### config.mk
export PLATFORM = sky130hd
export DESIGN_NAME = mlt_row_ram
export DESIGN_NICKNAME = d
export VERILOG_FILES = /design/src/rtl/mac_learning_table_core_defines.svh /design/src/rtl/mlt_row_ram.sv
export SDC_FILE = /design/constraint.sdc
export NUM_CORES = 2
export LEC_CHECK = 0
export ABC_AREA = 1
export BUFFER_PORTS_ARGS = -buffer_cell sky130_fd_sc_hd__buf_2
export CAP_MARGIN = 20
export CORE_MARGIN = 4
export CORE_UTILIZATION = 40
export DETAILED_ROUTE_END_ITERATION = 16
export SLEW_MARGIN = 20
export SYNTH_ARGS = -nofsm -noshare
export SYNTH_HDL_FRONTEND = slang
export SYNTH_SLANG_ARGS = --single-unit
### constraint.sdc
create_clock -name clk -period 1.7 [get_ports clk]
set_input_delay 0.085 -clock clk [delete_from_list [all_inputs] [get_ports clk]]
set_output_delay 0.085 -clock clk [all_outputs]
set_load 0.1 [all_outputs]
### src/rtl/mac_learning_table_core_defines.svh
// Assertion helpers shared by the table RTL.
`ifndef MAC_LEARNING_TABLE_CORE_DEFINES_SVH
`define MAC_LEARNING_TABLE_CORE_DEFINES_SVH

// Same-cycle implication, checked on every rising edge out of reset.
`define MLT_ASSERT_IMPL(label, ante, cons) \
	label: assert property (@(posedge clk) disable iff (!arst_n) (ante) |-> (cons)) \
		else $error("mac table check failed");

// Next-cycle implication, checked on every rising edge out of reset.
`define MLT_ASSERT_NEXT(label, ante, cons) \
	label: assert property (@(posedge clk) disable iff (!arst_n) (ante) |=> (cons)) \
		else $error("mac table check failed");

`endif

### src/rtl/mlt_row_ram.sv
`timescale 1ns / 1ps
module mlt_row_ram #(
	parameter int unsigned Depth = 256,
	parameter int unsigned Width = 8
) (
	input  logic                                    clk,
	input  logic                                    we,
	input  logic [$clog2(Depth > 1 ? Depth : 2)-1:0] waddr,
	input  logic [Width-1:0]                         wdata,
	input  logic                                    re,
	input  logic [$clog2(Depth > 1 ? Depth : 2)-1:0] raddr,
	output logic [Width-1:0]                         rdata
);
	logic [Width-1:0] mem [Depth];

	// Write one row
	always_ff @(posedge clk) begin
		if (we) begin
			mem[waddr] <= wdata;
		end
	end

	// Registered read
	always_ff @(posedge clk) begin
		if (re) begin
			rdata <= mem[raddr];
		end
	end
endmodule

* Word-level counts from Yosys, hierarchy flattened *
Memory sizes are Yosys's and may differ from the RTL's. A register that Yosys moved wholly into a read port is not among the register bits.
Cells that the tools add are included.

operators by class
  mux-type cells = 2

operators with widths
  operator  number
  $mux 1    2

storage, ports and cells
  flip-flop bits (word level) = 0
  RAM bits = 2,048
  input bits = 27
  output and inout bits = 8
  logic and storage cells = 3
  memories = 1

memories
  memory  words  bits a word  read ports  clocked after memory_dff  wr ports  line               RTL
  mem     256    8            1           1                         1         mlt_row_ram.sv:14  logic [Width-1:0] mem [Depth];

* Logic depth before layout (Yosys ltp) *
  word-level depth = 2
  depth in mapped cells = 15
  mapped depth without buffers = 11

* Worst setup path before layout *
No wires, ideal clock.

  kind = input port to flip-flop
  start point = input we
  end point = memory mem[162][0] (enable)
  setup time = 0.370 ns
  arrival time = 1.206 ns
  data required time = 1.330 ns
  path slack = 0.124 ns
  stages = 4
  buffers on the path = 2
  cells stage by stage = clkbuf_1 > nand3_1 > clkbuf_1 > nor2_1

between the ends
  cells in the longest elaborated chain, start to end = 2

RTL lines
  what                          line               RTL
  start: declaration            mlt_row_ram.sv:7   input logic we,
  $mux 1                        mlt_row_ram.sv:18  if (we) begin
  $mux 1 (implied by the code)  mlt_row_ram.sv:19  mem[waddr] <= wdata;
  end: declaration              mlt_row_ram.sv:14

No other way between the ends.

* Final worst setup path *
  start point = register rdata[7] (read register of mem)
  end point = output rdata[7]

RTL lines
  what                line               RTL
  start: declaration  mlt_row_ram.sv:12  output logic [Width-1:0] rdata

No word-level cell between the ends.

==> flow_metrics.env <==
export IMPL_numCtsBuffers=207
export IMPL_design_power_total_mw=109
export IMPL_placed_area_um2=92200
export IMPL_rows=167
export IMPL_setup_viol=2
export IMPL_worstSetupPathType="flop to output port"
export IMPL_clk_pin_slew_ns=0.06
export IMPL_rr_endpoint="rdata[2]"
export IMPL_routedWlPerCell_um=23.3
export IMPL_worstPathCellList="buf_12"
export IMPL_hpwlAfterDp_um=153000
export IMPL_rsz0062_at_grt="yes"
export IMPL_htreeDepth=4
export IMPL_finalSetupTns_ns=-0.0602
export IMPL_finalMaxSlewViolations=0
export IMPL_route_detailed_drc=0
export IMPL_p_int_mw=84.1
export IMPL_start_util_pct=40.3
export IMPL_finalNetCount=7533
export IMPL_reg2reg_depth=10
export IMPL_critPathLaunchType="flop"
export IMPL_leakagePower_nw=36.1
export IMPL_syn_inst=7003
export IMPL_firstDrtPassIters=5
export IMPL_yosysSeqAreaShare_pct=74.0
export IMPL_slowest_delay_ns=0.60
export IMPL_finalCritPeriodShare_pct=103
export IMPL_setup_ws_ns=-0.0538
export IMPL_drt_iter0_markers=6658
export IMPL_outcome="finished, violations left"
export IMPL_first_global_vias=55124
export IMPL_hold_worst_slack_ns=0.0716
export IMPL_finalInstanceArea_um2=101000
export IMPL_yosysWarnings=0
export IMPL_seqPwrFrac_pct=51.3
export IMPL_synthesis_area_um2=83500
export IMPL_reg2reg_from="mem[120][2]"
export IMPL_worst_clock_skew_ns=0.0283
export IMPL_cp_depth=1
export IMPL_cp_slowest_cell="edfxtp_1"
export IMPL_clkLatencyLatePin_ns=0.83
export IMPL_pin_count=35
export IMPL_syn_avg_cell_area_um2=11.9
export IMPL_drtAntennaViolNets=0
export IMPL_cp_endpoint="rdata[7]"
export IMPL_ys_ff_latch=2056
export IMPL_antenna_found_initial=8
export IMPL_clock_fmax_ghz=0.570
export IMPL_dp_slack_ns=-0.883
export IMPL_wirelength_um=243000
export IMPL_path_max_fanout=1
export IMPL_gp_congestion=0.899
export IMPL_grt_pass1_wl_um=359000
export IMPL_drive_gt1_share_pct=17.8
export IMPL_cts_setup_buffers=0
export IMPL_slew_headroom_pct=42.6
export IMPL_die_h_um=465
export IMPL_critPathCaptureType="output port"
export IMPL_clock_root_buffer="clkbuf_16"
export IMPL_path_buf_inv=1
export IMPL_switching_share_pct=23.0
export IMPL_vias=56950
export IMPL_cts_buffer_depth=3
export IMPL_globalRoute_totalOverflow=0
export IMPL_io_buffers=34
export IMPL_core_area_um2=207000
export IMPL_syn_num_nets=7030
export IMPL_hold_viol_final=0
export IMPL_clkPwrFrac_pct=41.4
export IMPL_cp_arrival_ns=1.67
export IMPL_dieArea_um2=216000
export IMPL_reg2reg_slack_ns=-0.01
export IMPL_violations="setup timing"
export IMPL_min_period_ns=1.75
export IMPL_startpoint="rdata[7]"
export IMPL_maxCapViolations=0
export IMPL_grt_max_degree=91
export IMPL_drt_vias_per_instance=5.44
export IMPL_crit_family="flip-flops"
export IMPL_cts_tree="built"
export IMPL_cts_sinks=2056
export IMPL_irDropWorstVdd_uv=992
export IMPL_worstMarginPinSlew_ns=0.860
export IMPL_die_w_um=465
export IMPL_area_growth_pct=20.9
export IMPL_synth_distinct_cells=13
export IMPL_power_frac_comb_pct=7.4
export IMPL_grt_usage_pct=22.0
export IMPL_holdCritPathClass="input port to flop"
export IMPL_p_switching_mw=25.1
export IMPL_power_density_nw_per_um2=1080
export IMPL_crit_required_ns=1.62
export IMPL_num_fill_cells=18201
-- layout make-up --
| type | instances | area, um2 | share of cell area [%] |
|---|---|---|---|
| repair buffers | 777 | 7850 | 7.78 |
| well taps | 2788 | 3490 | 3.46 |
| inverters | 39 | 180 | 0.179 |
| clock inverters | 121 | 1310 | 1.29 |
| clock buffers | 253 | 5350 | 5.30 |
| multi-input cells | 4425 | 21000 | 20.8 |
| flip-flops and latches | 2056 | 61700 | 61.2 |
| diodes | 2 | 5.00 | 0.00496 |
-- worst min path at each step --
stage / start / slack, ns / depth (start not counted) / endpoint
finish: waddr[6] / 0.07 / 5 / mem[18][5]
global route: waddr[6] / 0.06 / 5 / mem[18][5]
CTS: waddr[6] / 0.01 / 5 / mem[18][5]
detailed placement: wdata[6] / 0.42 / 1 / mem[111][6]
global placement: wdata[6] / 0.42 / 1 / mem[108][6]
floorplan: wdata[0] / 0.18 / 0 / mem[0][0]
-- cells in the final DEF (no fill, tap or decap), drive strengths merged, types with 9 or more instances in the layout --
master	n
nor2	283
inv	47
clkinvlp	9
edfxtp	2056
nand2	2123
dlygate4sd3	10
bufinv	22
clkbuf	253
buf	767
clkinv	82
nand3	2019
-- registers in the layout, summed over array words and instances, names as in the netlist --
register	flops
mem	2048
rdata	8
-- synth_stat cells (all sizes together) --
library cell	count	area, um2
edfxtp	2056	61700
inv	39	149
nand3	2019	10100
clkbuf	112	420
nor2	283	1060
nand2	2123	7970
buf	371	2030
-- cells by family after synthesis --
family,count (synthesis),share of synthesized area (%)
simple gates,4425,22.9
flops,2056,74.0
buf+inv,522,3.12
-- timing repair --
action / CTS / global route
resized for setup: 190 / 198
endpoints found under the hold margin: 1990 / 0
pin swaps: 26 / 42
hold buffers: 10 / 0
endpoints found under the setup margin: 16 / 10
-- power groups by stage --
stage	clock, mW	combinational (mW)	sequential [mW]
3_3_place_gp	0	7.41	57.0
3_5_place_dp	0	7.47	57.0
6_report	45.2	8.06	56.0
4_1_cts	45.7	7.78	56.0
2_1_floorplan	0	3.45	57.1
5_1_grt	47.9	8.60	55.9
-- stage by stage --
| step | instances | util (%) |
|---|---|---|
| after floorplan | 7003 | - |
| after global placement | 10075 | 44.5 |
| after detailed placement | 10075 | 44.5 |
| after CTS | 10459 | 48.2 |
| after global routing | 10460 | 48.7 |
| final | 10461 | 48.7 |
-- metal layers --
metal	global-route usage (%)	wire, um	vias up
li1	-	-	25910
met1	29.7	98000	28278
met2	36.3	118000	2315
met3	3.18	18000	445
met4	7.98	9220	2
met5	0	14	-
No activity file was read; power rests on OpenSTA's default activity.
